### src/sv/lsx_pkg.sv
package lsx_pkg;

   localparam int ByteWidth  = 8;
   localparam int WordWidth  = 32;
   localparam int MagicWidth = 64;
   localparam int MlenWidth  = 4;
   localparam int KindWidth  = 3;
   localparam int ErrWidth   = 2;
   localparam int IndexWidth = 2;
   localparam int BitCntWidth = 5;
   // result data: field_value then error_code, padded to whole bytes
   localparam int RspDataWidth = 40;

   localparam logic [MlenWidth-1:0] MagicMax = 4'd8;

   // register reset values
   localparam logic [ByteWidth-1:0]  HeaderSkipReset   = 8'd54;
   localparam logic [MlenWidth-1:0]  MagicLengthReset  = 4'd2;
   localparam logic [MagicWidth-1:0] MagicWordReset    = 64'd10787;
   localparam logic [ByteWidth-1:0]  MaxExtLengthReset = 8'd8;

   // register indexes
   localparam logic [IndexWidth-1:0] RegHeaderSkip   = 2'd0;
   localparam logic [IndexWidth-1:0] RegMagicLength  = 2'd1;
   localparam logic [IndexWidth-1:0] RegMagicWord    = 2'd2;
   localparam logic [IndexWidth-1:0] RegMaxExtLength = 2'd3;

   // field kinds
   localparam logic [KindWidth-1:0] KindMagicOk  = 3'd0;
   localparam logic [KindWidth-1:0] KindExtLen   = 3'd1;
   localparam logic [KindWidth-1:0] KindExtChar  = 3'd2;
   localparam logic [KindWidth-1:0] KindDataLen  = 3'd3;
   localparam logic [KindWidth-1:0] KindDataByte = 3'd4;
   localparam logic [KindWidth-1:0] KindError    = 3'd5;

   // error codes
   localparam logic [ErrWidth-1:0] ErrNone     = 2'd0;
   localparam logic [ErrWidth-1:0] ErrMagic    = 2'd1;
   localparam logic [ErrWidth-1:0] ErrExtLong  = 2'd2;

   typedef struct packed {
      logic [ByteWidth-1:0]  header_skip;
      logic [MlenWidth-1:0]  magic_length;
      logic [MagicWidth-1:0] magic_word;
      logic [ByteWidth-1:0]  max_ext_length;
   } cfg_type;

   typedef struct packed {
      logic                  valid;
      logic [KindWidth-1:0]  kind;
      logic [WordWidth-1:0]  value;
      logic [ErrWidth-1:0]   err;
      logic                  last;
   } res_type;

endpackage

### src/sv/lsx_csr.sv
module lsx_csr (
   input  logic                               clock,
   input  logic                               reset,
   input  logic                               csr_valid,
   output logic                               csr_ready,
   input  logic [lsx_pkg::IndexWidth-1:0]     csr_index,
   input  logic [lsx_pkg::MagicWidth-1:0]     csr_data,
   output lsx_pkg::cfg_type                   cfg
);

   lsx_pkg::cfg_type cfg_ff;
   lsx_pkg::cfg_type cfg_in;

   assign csr_ready = 1'b1;
   assign cfg       = cfg_ff;

   always_comb begin
      cfg_in = cfg_ff;
      if (csr_valid) begin
         unique case (csr_index)
            lsx_pkg::RegHeaderSkip:   cfg_in.header_skip    = csr_data[lsx_pkg::ByteWidth-1:0];
            lsx_pkg::RegMagicLength:  cfg_in.magic_length   = csr_data[lsx_pkg::MlenWidth-1:0];
            lsx_pkg::RegMagicWord:    cfg_in.magic_word     = csr_data;
            lsx_pkg::RegMaxExtLength: cfg_in.max_ext_length = csr_data[lsx_pkg::ByteWidth-1:0];
            default:                  cfg_in = cfg_ff;
         endcase
      end
   end

   always_ff @(posedge clock) begin
      if (reset) begin
         cfg_ff.header_skip    <= lsx_pkg::HeaderSkipReset;
         cfg_ff.magic_length   <= lsx_pkg::MagicLengthReset;
         cfg_ff.magic_word     <= lsx_pkg::MagicWordReset;
         cfg_ff.max_ext_length <= lsx_pkg::MaxExtLengthReset;
      end else begin
         cfg_ff <= cfg_in;
      end
   end

endmodule

### src/sv/lsx_parser.sv
module lsx_parser (
   input  logic             clock,
   input  logic             reset,
   input  logic             step,
   input  logic             cover_bit,
   input  logic             frame_start,
   input  lsx_pkg::cfg_type cfg,
   output lsx_pkg::res_type res
);

   localparam logic [2:0] PhHeader  = 3'd0;
   localparam logic [2:0] PhMagic   = 3'd1;
   localparam logic [2:0] PhExtLen  = 3'd2;
   localparam logic [2:0] PhExtChr  = 3'd3;
   localparam logic [2:0] PhDataLen = 3'd4;
   localparam logic [2:0] PhData    = 3'd5;
   localparam logic [2:0] PhIdle    = 3'd6;

   localparam logic [lsx_pkg::BitCntWidth-1:0] CharTop = 5'd7;
   localparam logic [lsx_pkg::BitCntWidth-1:0] WordTop = 5'd31;

   logic [2:0]                          phase_ff, phase_in;
   logic [lsx_pkg::ByteWidth-1:0]       hdr_cnt_ff, hdr_cnt_in;
   logic [lsx_pkg::BitCntWidth-1:0]     bit_cnt_ff, bit_cnt_in;
   logic [lsx_pkg::WordWidth-1:0]       shift_ff, shift_in;
   logic [lsx_pkg::MlenWidth-1:0]       magic_idx_ff, magic_idx_in;
   logic [lsx_pkg::WordWidth-1:0]       remain_ff, remain_in;

   always_comb begin
      logic [2:0]                      ph;
      logic [lsx_pkg::ByteWidth-1:0]   hc;
      logic [lsx_pkg::BitCntWidth-1:0] bc;
      logic [lsx_pkg::WordWidth-1:0]   sh;
      logic [lsx_pkg::MlenWidth-1:0]   mi;
      logic [lsx_pkg::MlenWidth-1:0]   mi_next;
      logic [lsx_pkg::WordWidth-1:0]   rem;
      logic [lsx_pkg::WordWidth-1:0]   rem_dec;
      logic [lsx_pkg::MlenWidth-1:0]   mlen;
      logic [lsx_pkg::BitCntWidth-1:0] top;
      logic                            done;
      logic [lsx_pkg::WordWidth-1:0]   sh_new;
      logic [lsx_pkg::ByteWidth-1:0]   chr;
      logic [lsx_pkg::ByteWidth-1:0]   expect_chr;
      logic                            gathering;

      if (frame_start) begin
         ph  = PhHeader;
         hc  = '0;
         bc  = '0;
         sh  = '0;
         mi  = '0;
         rem = '0;
      end else begin
         ph  = phase_ff;
         hc  = hdr_cnt_ff;
         bc  = bit_cnt_ff;
         sh  = shift_ff;
         mi  = magic_idx_ff;
         rem = remain_ff;
      end

      mlen = (cfg.magic_length > lsx_pkg::MagicMax) ? lsx_pkg::MagicMax : cfg.magic_length;

      res       = '0;
      gathering = 1'b0;

      if (ph == PhHeader) begin
         if (hc < cfg.header_skip) begin
            hc = hc + 8'd1;
         end else begin
            ph = PhMagic;
         end
      end
      if (ph == PhMagic && mi >= mlen) begin
         ph = PhExtLen;
      end

      // a char or a word completes when the bit count hits its last index
      top = (ph == PhExtLen || ph == PhDataLen) ? WordTop : CharTop;
      gathering = (ph == PhMagic) || (ph == PhExtLen) || (ph == PhExtChr) ||
                  (ph == PhDataLen) || (ph == PhData);
      done   = (bc == top);
      sh_new = {sh[lsx_pkg::WordWidth-2:0], cover_bit};
      chr    = sh_new[lsx_pkg::ByteWidth-1:0];
      expect_chr = cfg.magic_word[{mi[2:0], 3'b000} +: lsx_pkg::ByteWidth];
      mi_next = mi + 4'd1;
      rem_dec = (rem != '0) ? rem - 32'd1 : '0;

      if (gathering) begin
         sh = sh_new;
         bc = done ? '0 : bc + 5'd1;
      end

      if (gathering && done) begin
         sh = '0;
         unique case (ph)
            PhMagic: begin
               if (chr != expect_chr) begin
                  ph  = PhIdle;
                  res = '{1'b1, lsx_pkg::KindError, {24'd0, chr}, lsx_pkg::ErrMagic, 1'b1};
               end else begin
                  mi = mi_next;
                  if (mi_next >= mlen) begin
                     ph  = PhExtLen;
                     res = '{1'b1, lsx_pkg::KindMagicOk, 32'd0, lsx_pkg::ErrNone, 1'b0};
                  end
               end
            end
            PhExtLen: begin
               if (sh_new > {24'd0, cfg.max_ext_length}) begin
                  ph  = PhIdle;
                  res = '{1'b1, lsx_pkg::KindError, sh_new, lsx_pkg::ErrExtLong, 1'b1};
               end else begin
                  rem = sh_new;
                  ph  = (sh_new != '0) ? PhExtChr : PhDataLen;
                  res = '{1'b1, lsx_pkg::KindExtLen, sh_new, lsx_pkg::ErrNone, 1'b0};
               end
            end
            PhExtChr: begin
               rem = rem_dec;
               if (rem_dec == '0) ph = PhDataLen;
               res = '{1'b1, lsx_pkg::KindExtChar, {24'd0, chr}, lsx_pkg::ErrNone, 1'b0};
            end
            PhDataLen: begin
               rem = sh_new;
               ph  = (sh_new != '0) ? PhData : PhIdle;
               res = '{1'b1, lsx_pkg::KindDataLen, sh_new, lsx_pkg::ErrNone, sh_new == '0};
            end
            PhData: begin
               rem = rem_dec;
               if (rem_dec == '0) ph = PhIdle;
               res = '{1'b1, lsx_pkg::KindDataByte, {24'd0, chr}, lsx_pkg::ErrNone,
                       rem_dec == '0};
            end
            default: res = '0;
         endcase
      end

      phase_in     = ph;
      hdr_cnt_in   = hc;
      bit_cnt_in   = bc;
      shift_in     = sh;
      magic_idx_in = mi;
      remain_in    = rem;
   end

   always_ff @(posedge clock) begin
      if (reset) begin
         phase_ff     <= PhHeader;
         hdr_cnt_ff   <= '0;
         bit_cnt_ff   <= '0;
         shift_ff     <= '0;
         magic_idx_ff <= '0;
         remain_ff    <= '0;
      end else if (step) begin
         phase_ff     <= phase_in;
         hdr_cnt_ff   <= hdr_cnt_in;
         bit_cnt_ff   <= bit_cnt_in;
         shift_ff     <= shift_in;
         magic_idx_ff <= magic_idx_in;
         remain_ff    <= remain_in;
      end
   end

endmodule

### src/sv/lsb_stego_stream_extractor.sv
// Result path: an accepted cover byte loads the input register; the parse step then loads its
// result word, if any, into the result register, which drives rsp_*; a stalled rsp_* holds the step.
// Throughput: one cover byte per cycle while rsp_* is not stalled; the parse step is a single
// pass of shift, compare and decrement logic between the two registers.
// Reset (synchronous, active high) empties both registers, restarts the parse
// in the header phase and loads the register defaults.
module lsb_stego_stream_extractor (
   input  logic                                 clock,
   input  logic                                 reset,
   input  logic                                 req_tvalid,
   output logic                                 req_tready,
   input  logic [lsx_pkg::ByteWidth-1:0]        req_tdata,  // [7:0] cover_byte
   input  logic                                 req_tuser,  // [0] frame_start
   output logic                                 rsp_tvalid,
   input  logic                                 rsp_tready,
   output logic [lsx_pkg::RspDataWidth-1:0]     rsp_tdata,  // [31:0] field_value, [33:32] error_code
   output logic [lsx_pkg::KindWidth-1:0]        rsp_tuser,  // [2:0] field_kind
   output logic                                 rsp_tlast,  // last
   input  logic                                 csr_valid,
   output logic                                 csr_ready,
   input  logic [lsx_pkg::IndexWidth-1:0]       csr_index,
   input  logic [lsx_pkg::MagicWidth-1:0]       csr_data
);

   lsx_pkg::cfg_type cfg;
   lsx_pkg::res_type res;

   logic in_valid_ff, in_valid_in;
   logic in_bit_ff;
   logic in_fs_ff;
   logic rsp_valid_ff, rsp_valid_in;
   logic [lsx_pkg::KindWidth-1:0] rsp_kind_ff;
   logic [lsx_pkg::WordWidth-1:0] rsp_value_ff;
   logic [lsx_pkg::ErrWidth-1:0]  rsp_err_ff;
   logic rsp_last_ff;
   logic out_ready;
   logic step;

   lsx_csr u_csr (
      .clock     (clock),
      .reset     (reset),
      .csr_valid (csr_valid),
      .csr_ready (csr_ready),
      .csr_index (csr_index),
      .csr_data  (csr_data),
      .cfg       (cfg)
   );

   lsx_parser u_parser (
      .clock       (clock),
      .reset       (reset),
      .step        (step),
      .cover_bit   (in_bit_ff),
      .frame_start (in_fs_ff),
      .cfg         (cfg),
      .res         (res)
   );

   assign out_ready   = !rsp_valid_ff || rsp_tready;
   assign step        = in_valid_ff && out_ready;
   assign req_tready  = !in_valid_ff || out_ready;
   assign in_valid_in = req_tready ? req_tvalid : in_valid_ff;
   assign rsp_valid_in = out_ready ? (step && res.valid) : rsp_valid_ff;

   always_ff @(posedge clock) begin
      if (reset) begin
         in_valid_ff  <= 1'b0;
         rsp_valid_ff <= 1'b0;
      end else begin
         in_valid_ff  <= in_valid_in;
         rsp_valid_ff <= rsp_valid_in;
      end
   end

   // only bit 0 of a cover byte carries hidden data
   always_ff @(posedge clock) begin
      if (req_tvalid && req_tready) begin
         in_bit_ff <= req_tdata[0];
         in_fs_ff  <= req_tuser;
      end
      if (step && out_ready) begin
         rsp_kind_ff  <= res.kind;
         rsp_value_ff <= res.value;
         rsp_err_ff   <= res.err;
         rsp_last_ff  <= res.last;
      end
   end

   assign rsp_tvalid = rsp_valid_ff;
   assign rsp_tdata  = {{(lsx_pkg::RspDataWidth - lsx_pkg::WordWidth - lsx_pkg::ErrWidth){1'b0}},
                        rsp_err_ff, rsp_value_ff};
   assign rsp_tuser  = rsp_kind_ff;
   assign rsp_tlast  = rsp_last_ff;

endmodule

### config.mk
export PLATFORM = sky130hd
export DESIGN_NAME = lsb_stego_stream_extractor
export DESIGN_NICKNAME = d
export VERILOG_FILES = /design/src/sv/lsx_pkg.sv /design/src/sv/lsx_csr.sv /design/src/sv/lsx_parser.sv /design/src/sv/lsb_stego_stream_extractor.sv
export SDC_FILE = /design/constraint.sdc
export NUM_CORES = 1
export LEC_CHECK = 0
export BUFFER_PORTS_ARGS = -buffer_cell sky130_fd_sc_hd__clkbuf_2
export CAP_MARGIN = 20
export CORE_ASPECT_RATIO = 1.5
export CORE_UTILIZATION = 45
export DETAILED_ROUTE_END_ITERATION = 10
export GPL_ROUTABILITY_DRIVEN = 0
export SYNTH_ARGS = -nofsm -noshare
export SYNTH_HDL_FRONTEND = slang
export SYNTH_SLANG_ARGS = --single-unit
### constraint.sdc
create_clock -name clock -period 8.3 [get_ports clock]
set_input_delay 1.245 -clock clock [delete_from_list [all_inputs] [get_ports clock]]
set_output_delay 1.245 -clock clock [all_outputs]
set_load 0.005 [all_outputs]
==> After elaboration in Yosys (flattened, before gate mapping) <==
Cells that the tools add are included.
{ "totals": {"mem_count": 0, "inputBits": 80, "romBits": 0, "word_cells": 103, "mem_bits_rw": 0, "output_inout_bits": 47, "latch_bits": 0, "reg_bits": 209} }
{ "op_classes": {"n_mul": 0, "add_sub_neg": 4, "n_lt_le_gt_ge": 5, "n_reduce_logical": 26, "bitwise_logic": 0, "n_shift": 1, "eq_ne": 11, "mux": 38, "n_div": 0} }
{ "ops": {"columns": ["cell", "count"], "rows": [
  ["39-bit case mux with 5 select lines", 1],
  ["32-bit two-way mux", 4],
  ["39-bit two-way mux", 3],
  ["32-bit case mux with 3 select lines", 1],
  ["31-bit two-way mux", 3],
  ["32-bit zero test", 2],
  ["32-bit nonzero test", 2],
  ["64-bit by 7-bit indexed part select with 8-bit output", 1],
  ["38-bit two-way mux", 1],
  ["3-bit two-way mux", 11],
  ["32-bit by 8-bit greater-than comparator with 1-bit output", 1],
  ["32-bit by 1-bit subtractor with 32-bit output (second input constant)", 1],
  ["8-bit two-way mux", 3],
  ["4-bit two-way mux", 5],
  ["5-bit two-way mux", 4],
  ["3-bit case mux with 5 select lines", 1],
  ["8-bit by 1-bit adder with 8-bit output (second input constant)", 1],
  ["4-bit >= comparator", 2],
  ["8-bit less-than comparator", 1],
  ["8-bit inequality test", 1],
  ["2-bit AND reduction", 4],
  ["1-bit logical OR", 7],
  ["3-bit by 1-bit == test with 1-bit output (second input constant)", 2],
  ["3-bit by 2-bit == test with 1-bit output (second input constant)", 2],
  ["other kinds (13)", 21]
]} }

==> Logic depth before layout (Yosys ltp) <==
{ "logic_depth": {"depth_word": 15, "depth_mapped": 20, "mapped_depth_nobuf": 14} }

==> By module <==
From an unflattened synthesis, not the netlist that was laid out.
{ "hier_totals": {"hier_cells": 1361, "hier_area_um2": 12007.8} }
{ "by_module_without_submodules": {"columns": ["module", "seq_area_each_um2", "area_each_um2", "n_inst", "cells_each"], "rows": [
  ["lsx_parser", 1661.6, 7020.5, 1, 949],
  ["lsx_csr", 1681.6, 3633.5, 1, 355],
  ["lsb_stego_stream_extractor", 1241.2, 1353.8, 1, 57]
]} }

==> Least setup slack after synthesis <==
No wires, ideal clock.
{ "synth_path": {"path_type": "register -> register", "startpoint": "register in_fs_ff", "endpoint": "register u_parser.shift_ff[10] (netlist bit)", "n_path_buf": 9, "required_ns": 8.240, "path_slack_ns": 2.941, "synth_period_minus_slack_ns": 5.359, "setup_ns": 0.060, "arrival_time_ns": 5.299, "stages_incl_launch_ff": 21, "path_cell_list": "edfxtp_1 clkbuf_1 clkbuf_1 buf_4 clkbuf_1 buf_1 clkbuf_1 buf_1 nor2b_1 ha_1 nor2_1 a221oi_1 o21ai_0 a211oi_1 o22ai_1 a21o_1 and2_1 clkbuf_1 nor4_2 clkbuf_1 a22o_1"} }
{ "synth_between": {"elab_chain_cells": 14, "word_cells_on_any_way": 28, "classes_between": "order compare: 2; eq/ne: 7; mux: 11; reduce/logical: 8"} }
{ "synth_lines": {"columns": ["element", "line_no", "source"], "rows": [
  ["start: declaration", "lsb_stego_stream_extractor.sv:30", "logic in_fs_ff;"],
  ["start signal: assignment", "lsb_stego_stream_extractor.sv:79", "in_fs_ff <= req_tuser;"],
  ["parallel branches: the longest is 13 deep, another holds 8-bit less-than comparator", null, null],
  ["31-bit two-way mux (*)", "lsx_parser.sv:94", "if (gathering && done) begin"],
  ["end signal: assignment", "lsx_parser.sv:159", "shift_ff <= shift_in;"],
  ["end: declaration", "lsx_parser.sv:25", "logic [lsx_pkg::WordWidth-1:0] shift_ff, shift_in;"]
]} }
Every way passes the cells marked *.
A chain may end at the register's enable or synchronous reset.

==> Worst setup path after layout <==
{ "layout_path": {"startpoint": "register in_fs_ff", "endpoint": "register rsp_last_ff, in the netlist rsp_tlast (data pin)"} }
{ "layout_between": {"elab_chain_cells": 13, "word_cells_on_any_way": 38, "classes_between": "add/sub: 1; order compare: 3; eq/ne: 8; shift: 1; mux: 14; reduce/logical: 11"} }
{ "layout_lines": {"columns": ["element", "line_no", "source"], "rows": [
  ["parallel branches: the longest is 13 deep, another holds 8-bit less-than comparator", null, null],
  ["end signal: assignment", "lsb_stego_stream_extractor.sv:85", "rsp_last_ff <= res.last;"],
  ["end: declaration", "lsb_stego_stream_extractor.sv:35", "logic rsp_last_ff;"]
]} }
Several ways; the timed one is not identified.

==> out/qor.txt <==
grt met2 use = 0.485
post-CTS sizing = 0
total CTS buffers = 22
Int Pwr = 1.68 mW
initial antenna violation count = 0
NetSw = 0.525 mW
fillcell total = 2301
FP Rows = 69
Port Buffer Count = 112
Most Crowded Layer GR = met2
WP data arrival = 5.67 ns
post-layout min period = 5.30 ns
routing usage on met1 = 0.277
Post-Syn Area per Cell = 8.32 um^2
Die Area = 24800 um^2
final setup vio count = 0
Seq pwr share = 0.483
met3 global-route usage = 0.0277
hold depth = 2
H-tree levels = 1
final critical-path share of the clock period = 0.639
# diodes = 0
global route overflow = 0
Critical Path Start Type = flop
Root Buffer = clkbuf_16
commonest cells after routing, fill and taps aside = nand2_1, dfxtp_1, a21oi_1, clkbuf_2, nor2_1
WL/cell = 18.8 um
Die Y = 192 um
post-synthesis compound-gate area fraction = 0.210
Post-CTS Setup Bufs = 0
CP required = 8.67 ns
largest net degree at the start of global routing = 61
Mapped Area = 10900 um^2
CP max FO = 32
Ys Warns = 0
R2R cell count = 15
ys flop type = dfxtp_1
core area = 23700 um^2
XOR/XNOR share of the synthesized area = 0.0201
vias in the first global route = 9355
worst hold path type = flop to flop
hold violation count in the final report = 0
drt first pass iters = 6
Clock Power Share = 0.457
Post-Synth Simple-Gate Area = 0.236
r2r setup slk = 3.00 ns
Synth Instances = 1307
post-synthesis mux area share = 0.0313
first-pass GRT wire length = 49700 um
Async SR Flop Fraction = 0
crit path capture type = flop
DR iter-0 viols = 628
Tot Pwr = 2.21 mW
leakage = 4.89 nW
adder-cell share of the synthesized area = 0.0310
commonest non-fill, non-tap cell in the layout = nand2_1
insertion delay to the later sink of the worst-skew pair = 0.53 ns
Slew @ Worst Pin = 1.11 ns
WS Path Type = flop to flop
flops & latches, synth = 209
DR vias/cell = 5.79
Die W = 129 um
status = finished clean
Sw Ratio = 0.238
sequential share of the synthesized area = 0.421
largest family of logic cells by synthesized area = simple AND/OR/NAND/NOR gates
dpl hpwl = 23000 um
# clock sinks = 209
ANT nets after route = 0
Max-cap violations = 0
Worst slew margin = 0.257
Logic pwr share = 0.061
RSZ-0062 raised after global routing = false
CTS tree = built
Initial Utilization = 0.458
I/O pin count = 127
Clock Skews = 0.0184 ns
Reg clk slew, reported paths = 0.07 ns
Final nets = 1483
f_max = 189 MHz
fraction of layout cells with a size suffix above 1 = 0.143
Area growth syn-to-layout = 14.0%
PD cells = 178 nW/um^2
final WL = 32200 um
Synth cell types = 81
CTS max path bufs = 3
Post-synth EDFFs = 40
GRT Util Overall = 0.260
Setup TNS = 0 ns
Vias = 9911
Post-route DRC = 0
Slew Viols, Final = 0
hold_buf cts = 0
worst vdd ir = 0.000141 V
==> Yosys cell counts (all sizes together), types with 5 or more instances <==
library cell	count	area, um^2
xnor2	9	78.8
inv	34	128
a221oi	7	67.6
o211ai	7	52.6
or4	13	109
nand3	25	125
nand2	248	931
a32oi	6	52.6
and2	32	203
xor2	16	140
nor3	29	150
or3	7	43.8
o2bb2ai	6	52.6
nand2b	11	76.3
o21ai	55	275
nor4	20	131
mux4	6	135
nand4	9	56.3
a21oi	123	616
nor2	92	345
a22oi	19	143
nor2b	25	156
mux2i	16	160
edfxtp	40	1200
clkbuf	74	278
o22ai	10	62.6
ha	27	338
buf	19	126
nor3b	6	45.0
dfxtp	169	3380
and3	6	38.8
a22o	43	377
a31oi	11	68.8
or2	5	31.3
==> worst max-delay path: stages, from the launching register on <==
cell      delay (ns)
edfxtp_1        0.32
buf_4           0.33
clkinv_1        0.52
buf_4           0.44
nand2_1         0.14
ha_1            0.16
nor2b_1         0.50
a41o_1          0.25
a21oi_1         0.04
or4_1           0.51
nor4_1          0.23
or4b_1          0.54
or4_4           0.59
a21boi_0        0.20
o21ai_0         0.17
a21oi_1         0.19
==> layout make-up <==
class / count / area [um^2] / share of cell area
sequential: 209 / 4580 / 0.370
timing repair buffer: 133 / 758 / 0.0612
tap: 319 / 399 / 0.0322
clock inverter: 15 / 159 / 0.0128
inverter: 37 / 139 / 0.0112
clock buffer: 25 / 562 / 0.0453
multi-input combinational: 973 / 5800 / 0.468
==> power groups by stage <==
stage          Clock [mW]  Combinational [mW]  Sequential (mW)
3_3_place_gp            0               0.128             1.09
2_1_floorplan           0              0.0806             1.08
5_1_grt              1.06               0.148             1.07
4_1_cts              1.02               0.134             1.06
6_report             1.01               0.134             1.06
3_5_place_dp            0               0.133             1.09
==> registers in the layout (all words and copies together), names as in the netlist <==
signal / count
rsp_tlast: 1
u_parser.phase_ff: 3
u_parser.remain_ff: 32
u_parser.magic_idx_ff: 4
in_bit_ff: 1
u_parser.shift_ff: 31
rsp_err_ff: 2
rsp_tvalid: 1
u_parser.bit_cnt_ff: 5
rsp_tuser: 3
u_csr.cfg: 84
in_fs_ff: 1
rsp_value_ff: 32
in_valid_ff: 1
u_parser.hdr_cnt_ff: 8
==> cells by family (layout without fill, tap and decap cells) <==
family / after synthesis / in the layout
buffers and inverters: 130 / 210
other: 2 / 7
multiplexers: 26 / 26
XOR/XNOR: 25 / 25
adder cells (fa/ha/maj): 27 / 27
AND/OR/NAND/NOR: 542 / 542
AO/OA/AOI/OAI: 346 / 346
flip-flops: 209 / 209
==> metrics by stage <==
step	std cells	hold slack, ns	setup slack (ns)	instance area (um^2)	utilization
finish	1711	0.450	3.00	12400	0.522
global route	1711	0.469	2.61	12400	0.522
CTS	1710	0.453	3.05	12400	0.522
detailed placement	1670	0.444	3.07	11700	0.492
global placement	1668	0.440	3.11	11600	0.489
floorplan	1312	0.432	2.94	10900	-
==> metal layers <==
metal  routed length (um)  share of wire  vias up
li1                     -              -     4818
met1                12100           0.38     4645
met2                16700           0.52      334
met3                 1290          0.040      114
met4                 2100          0.065        0
met5                    0              0        -
==> final timing paths <==
check | startpoint | to
setup reg to reg | in_fs_ff$_DFFE_PP_ | rsp_tlast$_SDFFCE_PP0P_
hold / removal | u_csr.cfg[71]$_SDFFE_PP0P_ | u_csr.cfg[71]$_SDFFE_PP0P_
setup / recovery | in_fs_ff$_DFFE_PP_ | rsp_tlast$_SDFFCE_PP0P_
hold reg to reg | u_csr.cfg[71]$_SDFFE_PP0P_ | u_csr.cfg[71]$_SDFFE_PP0P_
No activity file was read; power rests on OpenSTA's default activity.
